**config.mk**
```make
export PLATFORM = sky130hd
export DESIGN_NAME = mesh_surface_area_accumulator_core
export DESIGN_NICKNAME = d
export VERILOG_FILES = /design/src/design/msa_pkg.sv /design/src/design/mesh_surface_area_accumulator_core.sv /design/src/design/msa_mul.sv /design/src/design/msa_isqrt.sv
export SDC_FILE = /design/constraint.sdc
export NUM_CORES = 2
export LEC_CHECK = 0
export BUFFER_PORTS_ARGS = -buffer_cell sky130_fd_sc_hd__buf_2
export CORE_MARGIN = 8
export CORE_UTILIZATION = 29
export DETAILED_ROUTE_END_ITERATION = 8
export PLACE_DENSITY_LB_ADDON = 0.25
export SLEW_MARGIN = 20
export SYNTH_ARGS = -nofsm -noshare
export SYNTH_HDL_FRONTEND = slang
export SYNTH_HIERARCHICAL = 1
export SYNTH_SLANG_ARGS = --single-unit
```
**constraint.sdc**
```tcl
create_clock -name i_clk -period 11.5 [get_ports i_clk]
set_clock_uncertainty 0.05 [all_clocks]
set_input_delay 0.575 -clock i_clk [delete_from_list [all_inputs] [get_ports i_clk]]
set_output_delay 0.575 -clock i_clk [all_outputs]
set_load 0.01 [all_outputs]
```
**src/design/msa_pkg.sv**
```systemverilog
package msa_pkg;

    // Widths of the result fields.
    localparam int AREA_W  = 64;
    localparam int COUNT_W = 32;

    // Cross product component selected for a multiply.
    localparam logic [1:0] COMP_X = 2'd0;
    localparam logic [1:0] COMP_Y = 2'd1;
    localparam logic [1:0] COMP_Z = 2'd2;

    // Role of a cross product term: first term or subtracted term.
    localparam logic [1:0] PART_PLUS  = 2'd0;
    localparam logic [1:0] PART_MINUS = 2'd1;

    // Partial products of a squared magnitude split into high and low halves.
    localparam logic [1:0] PART_LL = 2'd0;
    localparam logic [1:0] PART_HL = 2'd1;
    localparam logic [1:0] PART_HH = 2'd2;

    // Tag that travels with each product through the shared multiplier.
    typedef struct packed {
        logic       sq;
        logic [1:0] comp;
        logic [1:0] part;
    } t_mul_tag;

    // Status of the square root unit.
    typedef struct packed {
        logic busy;
        logic done;
    } t_sqrt_status;

endpackage

```
**src/design/mesh_surface_area_accumulator_core.sv**
```systemverilog
// Triangle mesh surface area accumulator.
// Input channel: one transfer carries one triangle as three vertices (i_ax .. i_cz,
// signed fixed point, Q8.8 at the default width) and the i_last_triangle flag.
// Output channel: one transfer per mesh, after the triangle flagged last, with the
// saturating area total (17 fraction bits) and the saturating triangle count.
// Each triangle runs through a sequencer that issues 15 products to one shared
// registered multiplier (six cross product terms, nine partial squares), then a
// square root unit that resolves one root bit per cycle.
// An accepted triangle keeps o_in_stall high until it has been added to the sum, so
// the block takes no new triangle before it is through with the last one; the root
// iterations take most of that time. A result shows on o_out_valid once the last
// triangle of its mesh has been through the root unit and added to the sum.
// The result sits in an output register; while the receiver stalls it holds still
// and the next triangles are still taken. Only when a second result is ready
// before the first one left does the block wait for the receiver.
// Reset clears the running sum, the count and the result valid flag; o_in_stall is
// high while reset is asserted.
module mesh_surface_area_accumulator_core
    import msa_pkg::*;
#(
    parameter int COORD_WIDTH = 16
) (
    input  logic                          i_clk,
    input  logic                          i_rst_n,
    input  logic                          i_in_valid,
    output logic                          o_in_stall,
    input  logic signed [COORD_WIDTH-1:0] i_ax,
    input  logic signed [COORD_WIDTH-1:0] i_ay,
    input  logic signed [COORD_WIDTH-1:0] i_az,
    input  logic signed [COORD_WIDTH-1:0] i_bx,
    input  logic signed [COORD_WIDTH-1:0] i_by_coord,
    input  logic signed [COORD_WIDTH-1:0] i_bz,
    input  logic signed [COORD_WIDTH-1:0] i_cx,
    input  logic signed [COORD_WIDTH-1:0] i_cy,
    input  logic signed [COORD_WIDTH-1:0] i_cz,
    input  logic                          i_last_triangle,
    output logic                          o_out_valid,
    input  logic                          i_out_stall,
    output logic [AREA_W-1:0]             o_area_total,
    output logic [COUNT_W-1:0]            o_triangle_count
);

    // Edge vector components, multiplier operands, cross product components,
    // their magnitudes and the halves of a magnitude.
    localparam int DW   = COORD_WIDTH + 1;
    localparam int OPW  = COORD_WIDTH + 2;
    localparam int PW   = 2 * OPW;
    localparam int KW   = 2 * COORD_WIDTH + 3;
    localparam int MW   = KW - 1;
    localparam int HW   = COORD_WIDTH + 1;
    localparam int RW   = KW;
    localparam int RADW = 2 * RW;

    localparam logic [2:0] ST_IDLE   = 3'd0;
    localparam logic [2:0] ST_CROSS  = 3'd1;
    localparam logic [2:0] ST_MAGW   = 3'd2;
    localparam logic [2:0] ST_MAG    = 3'd3;
    localparam logic [2:0] ST_SQUARE = 3'd4;
    localparam logic [2:0] ST_DRAIN  = 3'd5;
    localparam logic [2:0] ST_ROOT   = 3'd6;
    localparam logic [2:0] ST_ACC    = 3'd7;

    logic [2:0] r_state;
    logic [2:0] n_state;
    logic [1:0] r_comp;
    logic [1:0] r_part;
    logic       r_last;
    logic       r_root_start;

    logic signed [DW-1:0] r_u [3];
    logic signed [DW-1:0] r_v [3];
    logic signed [KW-1:0] r_k [3];
    logic [MW-1:0]        r_mag [3];
    logic [RADW-1:0]      r_rad;

    logic [AREA_W-1:0]  r_area;
    logic [COUNT_W-1:0] r_count;
    logic               r_out_valid;
    logic [AREA_W-1:0]  r_out_area;
    logic [COUNT_W-1:0] r_out_count;

    logic                  w_accept;
    logic                  w_iss_valid;
    t_mul_tag              w_iss_tag;
    logic signed [OPW-1:0] w_op_a;
    logic signed [OPW-1:0] w_op_b;
    logic [MW-1:0]         w_mag_sel;
    logic                  w_prod_valid;
    t_mul_tag              w_prod_tag;
    logic signed [PW-1:0]  w_prod;
    logic [RADW-1:0]       w_sq_ext;
    logic [KW-1:0]         w_neg [3];
    t_sqrt_status          w_sqrt_st;
    logic [RW-1:0]         w_root;
    logic [AREA_W:0]       w_sum_ext;
    logic [AREA_W-1:0]     w_sum_sat;
    logic [COUNT_W-1:0]    w_cnt_next;
    logic                  w_out_free;
    logic                  w_emit;

    assign o_in_stall = (r_state != ST_IDLE) || !i_rst_n;
    assign w_accept   = i_in_valid && !o_in_stall;

    // The result register can take a new value when it is empty or being drained.
    assign w_out_free = !r_out_valid || !i_out_stall;
    assign w_emit     = (r_state == ST_ACC) && r_last && w_out_free;

    // Sequencer. Products leave the multiplier in the cycle after issue; the wait
    // states give the last cross product and the last square time to land.
    always_comb begin
        n_state = r_state;
        case (r_state)
            ST_IDLE: begin
                if (w_accept) n_state = ST_CROSS;
            end
            ST_CROSS: begin
                if (r_comp == COMP_Z && r_part == PART_MINUS) n_state = ST_MAGW;
            end
            ST_MAGW:   n_state = ST_MAG;
            ST_MAG:    n_state = ST_SQUARE;
            ST_SQUARE: begin
                if (r_comp == COMP_Z && r_part == PART_HH) n_state = ST_DRAIN;
            end
            ST_DRAIN:  n_state = ST_ROOT;
            ST_ROOT: begin
                if (w_sqrt_st.done && !w_sqrt_st.busy) n_state = ST_ACC;
            end
            ST_ACC: begin
                if (!r_last || w_out_free) n_state = ST_IDLE;
            end
            default:   n_state = ST_IDLE;
        endcase
    end

    // Operand selection for the shared multiplier.
    always_comb begin
        w_iss_valid    = 1'b0;
        w_iss_tag.sq   = (r_state == ST_SQUARE);
        w_iss_tag.comp = r_comp;
        w_iss_tag.part = r_part;
        w_op_a         = '0;
        w_op_b         = '0;
        case (r_comp)
            COMP_X:  w_mag_sel = r_mag[0];
            COMP_Y:  w_mag_sel = r_mag[1];
            COMP_Z:  w_mag_sel = r_mag[2];
            default: w_mag_sel = '0;
        endcase
        if (r_state == ST_CROSS) begin
            w_iss_valid = 1'b1;
            // x: uy*vz - uz*vy, y: uz*vx - ux*vz, z: ux*vy - uy*vx
            case (r_comp)
                COMP_X: begin
                    w_op_a = (r_part == PART_PLUS) ? {r_u[1][DW-1], r_u[1]}
                                                   : {r_u[2][DW-1], r_u[2]};
                    w_op_b = (r_part == PART_PLUS) ? {r_v[2][DW-1], r_v[2]}
                                                   : {r_v[1][DW-1], r_v[1]};
                end
                COMP_Y: begin
                    w_op_a = (r_part == PART_PLUS) ? {r_u[2][DW-1], r_u[2]}
                                                   : {r_u[0][DW-1], r_u[0]};
                    w_op_b = (r_part == PART_PLUS) ? {r_v[0][DW-1], r_v[0]}
                                                   : {r_v[2][DW-1], r_v[2]};
                end
                COMP_Z: begin
                    w_op_a = (r_part == PART_PLUS) ? {r_u[0][DW-1], r_u[0]}
                                                   : {r_u[1][DW-1], r_u[1]};
                    w_op_b = (r_part == PART_PLUS) ? {r_v[1][DW-1], r_v[1]}
                                                   : {r_v[0][DW-1], r_v[0]};
                end
                default: begin
                    w_op_a = '0;
                    w_op_b = '0;
                end
            endcase
        end else if (r_state == ST_SQUARE) begin
            // The magnitude is too wide for one product, so it is squared as
            // low*low, high*low (counted twice) and high*high.
            w_iss_valid = 1'b1;
            case (r_part)
                PART_LL: begin
                    w_op_a = {1'b0, w_mag_sel[HW-1:0]};
                    w_op_b = {1'b0, w_mag_sel[HW-1:0]};
                end
                PART_HL: begin
                    w_op_a = {1'b0, w_mag_sel[MW-1:HW]};
                    w_op_b = {1'b0, w_mag_sel[HW-1:0]};
                end
                PART_HH: begin
                    w_op_a = {1'b0, w_mag_sel[MW-1:HW]};
                    w_op_b = {1'b0, w_mag_sel[MW-1:HW]};
                end
                default: begin
                    w_op_a = '0;
                    w_op_b = '0;
                end
            endcase
        end
    end

    msa_mul #(
        .OPW(OPW)
    ) u_mul (
        .i_clk   (i_clk),
        .i_rst_n (i_rst_n),
        .i_valid (w_iss_valid),
        .i_tag   (w_iss_tag),
        .i_a     (w_op_a),
        .i_b     (w_op_b),
        .o_valid (w_prod_valid),
        .o_tag   (w_prod_tag),
        .o_prod  (w_prod)
    );

    msa_isqrt #(
        .RW(RW)
    ) u_isqrt (
        .i_clk      (i_clk),
        .i_rst_n    (i_rst_n),
        .i_start    (r_root_start),
        .i_radicand (r_rad),
        .o_status   (w_sqrt_st),
        .o_root     (w_root)
    );

    // Partial squares are non-negative and fit in the low MW product bits.
    assign w_sq_ext = {{(RADW-MW){1'b0}}, w_prod[MW-1:0]};

    always_comb begin
        for (int c = 0; c < 3; c++) begin
            w_neg[c] = -r_k[c];
        end
    end

    // Saturating running sum and count for the triangle that just finished.
    assign w_sum_ext  = {1'b0, r_area} + {{(AREA_W+1-RW){1'b0}}, w_root};
    assign w_sum_sat  = w_sum_ext[AREA_W] ? {AREA_W{1'b1}} : w_sum_ext[AREA_W-1:0];
    assign w_cnt_next = (r_count == {COUNT_W{1'b1}}) ? r_count : r_count + COUNT_W'(1);

    always_ff @(posedge i_clk) begin
        if (!i_rst_n) begin
            r_state      <= ST_IDLE;
            r_root_start <= 1'b0;
            r_area       <= '0;
            r_count      <= '0;
            r_out_valid  <= 1'b0;
        end else begin
            r_state      <= n_state;
            r_root_start <= (r_state == ST_DRAIN);
            if (r_state == ST_ACC) begin
                if (!r_last) begin
                    r_area  <= w_sum_sat;
                    r_count <= w_cnt_next;
                end else if (w_out_free) begin
                    r_area  <= '0;
                    r_count <= '0;
                end
            end
            if (w_emit) begin
                r_out_valid <= 1'b1;
            end else if (!i_out_stall) begin
                r_out_valid <= 1'b0;
            end
        end

        if (w_emit) begin
            r_out_area  <= w_sum_sat;
            r_out_count <= w_cnt_next;
        end

        // Edge vectors AB and AC, one bit wider than a coordinate.
        if (w_accept) begin
            r_u[0] <= {i_bx[COORD_WIDTH-1], i_bx} - {i_ax[COORD_WIDTH-1], i_ax};
            r_u[1] <= {i_by_coord[COORD_WIDTH-1], i_by_coord}
                      - {i_ay[COORD_WIDTH-1], i_ay};
            r_u[2] <= {i_bz[COORD_WIDTH-1], i_bz} - {i_az[COORD_WIDTH-1], i_az};
            r_v[0] <= {i_cx[COORD_WIDTH-1], i_cx} - {i_ax[COORD_WIDTH-1], i_ax};
            r_v[1] <= {i_cy[COORD_WIDTH-1], i_cy} - {i_ay[COORD_WIDTH-1], i_ay};
            r_v[2] <= {i_cz[COORD_WIDTH-1], i_cz} - {i_az[COORD_WIDTH-1], i_az};
            r_last <= i_last_triangle;
            r_comp <= COMP_X;
            r_part <= PART_PLUS;
        end else if (r_state == ST_CROSS) begin
            if (r_part == PART_MINUS) begin
                r_part <= PART_PLUS;
                r_comp <= (r_comp == COMP_Z) ? COMP_X : r_comp + 2'd1;
            end else begin
                r_part <= PART_MINUS;
            end
        end else if (r_state == ST_SQUARE) begin
            if (r_part == PART_HH) begin
                r_part <= PART_LL;
                r_comp <= (r_comp == COMP_Z) ? COMP_X : r_comp + 2'd1;
            end else begin
                r_part <= r_part + 2'd1;
            end
        end

        if (r_state == ST_MAG) begin
            for (int c = 0; c < 3; c++) begin
                r_mag[c] <= r_k[c][KW-1] ? w_neg[c][MW-1:0] : r_k[c][MW-1:0];
            end
        end

        // Products come back tagged with where they belong.
        if (w_accept) begin
            r_rad <= '0;
        end else if (w_prod_valid && w_prod_tag.sq) begin
            case (w_prod_tag.part)
                PART_LL: r_rad <= r_rad + w_sq_ext;
                PART_HL: r_rad <= r_rad + (w_sq_ext << (HW + 1));
                PART_HH: r_rad <= r_rad + (w_sq_ext << (2 * HW));
                default: r_rad <= r_rad;
            endcase
        end
        if (w_prod_valid && !w_prod_tag.sq) begin
            for (int c = 0; c < 3; c++) begin
                if (w_prod_tag.comp == 2'(c)) begin
                    if (w_prod_tag.part == PART_PLUS) begin
                        r_k[c] <= w_prod[KW-1:0];
                    end else begin
                        r_k[c] <= r_k[c] - w_prod[KW-1:0];
                    end
                end
            end
        end
    end

    assign o_out_valid      = r_out_valid;
    assign o_area_total     = r_out_area;
    assign o_triangle_count = r_out_count;

endmodule

```
**src/design/msa_mul.sv**
```systemverilog
module msa_mul
    import msa_pkg::*;
#(
    parameter int OPW = 18
) (
    input  logic                    i_clk,
    input  logic                    i_rst_n,
    input  logic                    i_valid,
    input  t_mul_tag                i_tag,
    input  logic signed [OPW-1:0]   i_a,
    input  logic signed [OPW-1:0]   i_b,
    output logic                    o_valid,
    output t_mul_tag                o_tag,
    output logic signed [2*OPW-1:0] o_prod
);

    logic                    r_valid;
    t_mul_tag                r_tag;
    logic signed [2*OPW-1:0] r_prod;

    always_ff @(posedge i_clk) begin
        if (!i_rst_n) begin
            r_valid <= 1'b0;
        end else begin
            r_valid <= i_valid;
        end
        r_tag  <= i_tag;
        r_prod <= i_a * i_b;
    end

    assign o_valid = r_valid;
    assign o_tag   = r_tag;
    assign o_prod  = r_prod;

endmodule

```
**src/design/msa_isqrt.sv**
```systemverilog
module msa_isqrt
    import msa_pkg::*;
#(
    parameter int RW = 35
) (
    input  logic            i_clk,
    input  logic            i_rst_n,
    input  logic            i_start,
    input  logic [2*RW-1:0] i_radicand,
    output t_sqrt_status    o_status,
    output logic [RW-1:0]   o_root
);

    localparam int CW = $clog2(RW + 1);

    logic [2*RW-1:0] r_rad;
    logic [RW:0]     r_rem;
    logic [RW-1:0]   r_root;
    logic [CW-1:0]   r_cnt;
    logic            r_busy;
    logic            r_done;

    logic [RW+2:0] w_rem_sh;
    logic [RW+2:0] w_trial;
    logic [RW+2:0] w_diff;
    logic          w_take;

    // One root bit per cycle: bring down two radicand bits, try (root*4 + 1).
    always_comb begin
        w_rem_sh = {r_rem, r_rad[2*RW-1 -: 2]};
        w_trial  = {1'b0, r_root, 2'b01};
        w_take   = (w_rem_sh >= w_trial);
        w_diff   = w_rem_sh - w_trial;
    end

    always_ff @(posedge i_clk) begin
        if (!i_rst_n) begin
            r_busy <= 1'b0;
            r_done <= 1'b0;
        end else begin
            r_done <= 1'b0;
            if (i_start) begin
                r_busy <= 1'b1;
            end else if (r_busy && (r_cnt == CW'(1))) begin
                r_busy <= 1'b0;
                r_done <= 1'b1;
            end
        end
        if (i_start) begin
            r_rad  <= i_radicand;
            r_rem  <= '0;
            r_root <= '0;
            r_cnt  <= CW'(RW);
        end else if (r_busy) begin
            r_rad  <= r_rad << 2;
            r_rem  <= w_take ? w_diff[RW:0] : w_rem_sh[RW:0];
            r_root <= {r_root[RW-2:0], w_take};
            r_cnt  <= r_cnt - CW'(1);
        end
    end

    assign o_status.busy = r_busy;
    assign o_status.done = r_done;
    assign o_root        = r_root;

endmodule

```
==> impl_metrics.ini <==
[clock_tree]
cts_post_setup_buffers_inserted = 0
cts_tree = built
cts_buffers = 92
root_buffer = clkbuf_16
clk_pin_slew_ns = 0.06
cts_htree_levels = 3
cts_resized = 0
cts-hold-fix-buffers = 0
clock_latency_ns = 0.71
clkSinkCount = 771
cts.path.max_buffers = 3

[sta]
post-route-period-util_pct = 77.3
worst_pin_slew_ns = 1.15
fin_crit_ns = 8.89
setup_viol = 0
slew_headroom_pct = 23.2
rsz0062_at_grt = no
tns_ns = 0
max_freq_mhz = 112
finalHoldViolCount = 0
drv_slew = 0
holdWs_ns = 0.0923

[floorplan]
ioPinCount = 247
core.rowCount = 175
core_mm2 = 0.227
die_area_mm2 = 0.244
start_util_pct = 29.2
die_y_um = 494
dieWidth_um = 494

[worst_hold_path]
holdCritPathClass = in2reg
holdCritStartpoint = i_last_triangle

[power]
power_mw = 10.3
p_per_area_mw_per_mm2 = 139
p_leak_nw = 30.8
vdd_drop_max_mv = 0.101

[global_routing]
grt_pass1_wl_um = 325000
grt_remaining_overflow = 0
track_usage_pct = 16.8
antenna_found_initial = 7
grt_pass1_vias = 52600
grt_max_degree = 74

[run]
cap_viol_max_count = 0

[yosys]
netlist_instances = 7297
ys_warn_count = 6
synth_area_mm2 = 0.0663
syn_nets = 8267
syn_avg_cell_area_um2 = 9.09

[final_layout]
drive_above_1_share_pct = 9.83
layout.cells.non_filler = 10500
fin_nets = 8397
syn_to_final_growth_pct = 11.9
finalInstanceArea_mm2 = 0.0742
fillers = 23500

[place]
post-dp-hpwl_um = 163000
io_buffers = 246
placed_cells = 10300
place_congestion = 0.892
place_area_mm2 = 0.0710

[critical_path]
critPathKind = reg2reg
r2r-start = r_part[0]$_SDFFE_PP0P_
endpoint_kind = flop
critPathSlowestCell = o22ai_2
crit_start = r_part[0]$_SDFFE_PP0P_
required_ns = 12.08
crit_arrival_ns = 9.47
crit_top_cell = fa_1
max_stage_delay_ns = 0.92
crit_fanout = 71
cp-start-kind = flop

[routing]
post_drt_wl_per_cell_um = 20.3
drc = 0
finalWirelength_um = 213000
first_pass_iters = 6
routed_via_density = 5.20
via_count = 54700
ant_nets = 0
drt_iter0_drc = 4275

[run_status]
status = complete, no violations
==> through the flow <==
stage	util [%]	setup slack (ns)
detailed placement	31.2	2.72
CTS	32.6	2.65
floorplan	-	3.78
finish	32.6	2.61
global placement	31.2	2.86
global route	32.6	2.17
==> flip-flops by register name, indices dropped and copies added, names as in the netlist, 32 cells and up <==
signal,cells
u_isqrt/o_root,35
r_count,32
u_isqrt/r_rem,36
r_area,64
r_rad,70
r_mag,102
u_mul/o_prod,35
o_area_total,64
u_isqrt/r_rad,70
o_triangle_count,32
r_k,105
r_v,51
r_u,51
==> power breakdown <==
| part | switching [mW] | total (mW) | internal, mW | leakage (nW) |
|---|---|---|---|---|
| combinational | 2.41 | 3.78 | 1.37 | 22.3 |
| clock | 1.29 | 3.12 | 1.84 | 1.54 |
| sequential | 0.264 | 3.40 | 3.13 | 6.95 |
==> routing by layer <==
metal  vias to the layer above  share of wire (%)  GRT usage (%)
met1                     26700                 48           24.4
li1                      26200                  -              -
met5                         -                  0              0
met2                      1546                 44           26.3
met3                       242                5.5           2.05
met4                         0                2.4           4.31
==> critical path: cells and delay by family, from the launching register on <==
family / cells / cell delay [ns]
AND/OR/NAND/NOR: 2 / 0.35
buffers and inverters: 5 / 0.84
adder cells (fa/ha/maj): 8 / 4.20
XOR/XNOR: 1 / 0.13
flip-flops: 1 / 0.37
AO/OA/AOI/OAI: 10 / 2.86
==> final timing paths <==
check	depth (start not counted)	to	slack (ns)
setup / recovery	26	u_mul/o_prod[29]$_DFF_P_	2.61
hold / removal	1	r_last$_DFFE_PP_	0.09
setup reg to reg	26	u_mul/o_prod[29]$_DFF_P_	2.61
hold reg to reg	0	u_mul/o_tag[1]$_DFF_P_	0.38
==> final cells by class <==
cell class	count	area (um^2)	share of cell area, %
clock buffers	110	2460	3.32
well taps	3009	3760	5.07
clock inverters	62	749	1.01
flip-flops and latches	771	20200	27.2
diodes	3	7.51	0.0101
multi-input cells	5548	42500	57.3
repair buffers	347	1990	2.68
inverters	667	2510	3.38
==> placed cells by master, fill, tap and decap left out, drive strengths merged, types with 42 or more instances in the layout <==
cell type,instances
mux2,108
a22oi,61
and3,67
xnor2,290
and2,208
inv,672
o21ai,459
a211oi,130
a31oi,58
a21o,196
mux2i,118
xor2,154
nor2b,113
o31ai,69
o21a,70
nand3,104
fa,342
edfxtp,476
a22o,43
dfxtp,295
clkbuf,110
a21boi,49
nand4,60
buf,347
nand2,771
o22ai,49
o211ai,42
nor3,111
ha,479
nor2,407
a21oi,445
nand2b,71
Note: power is estimated with default switching activity, not from simulation.
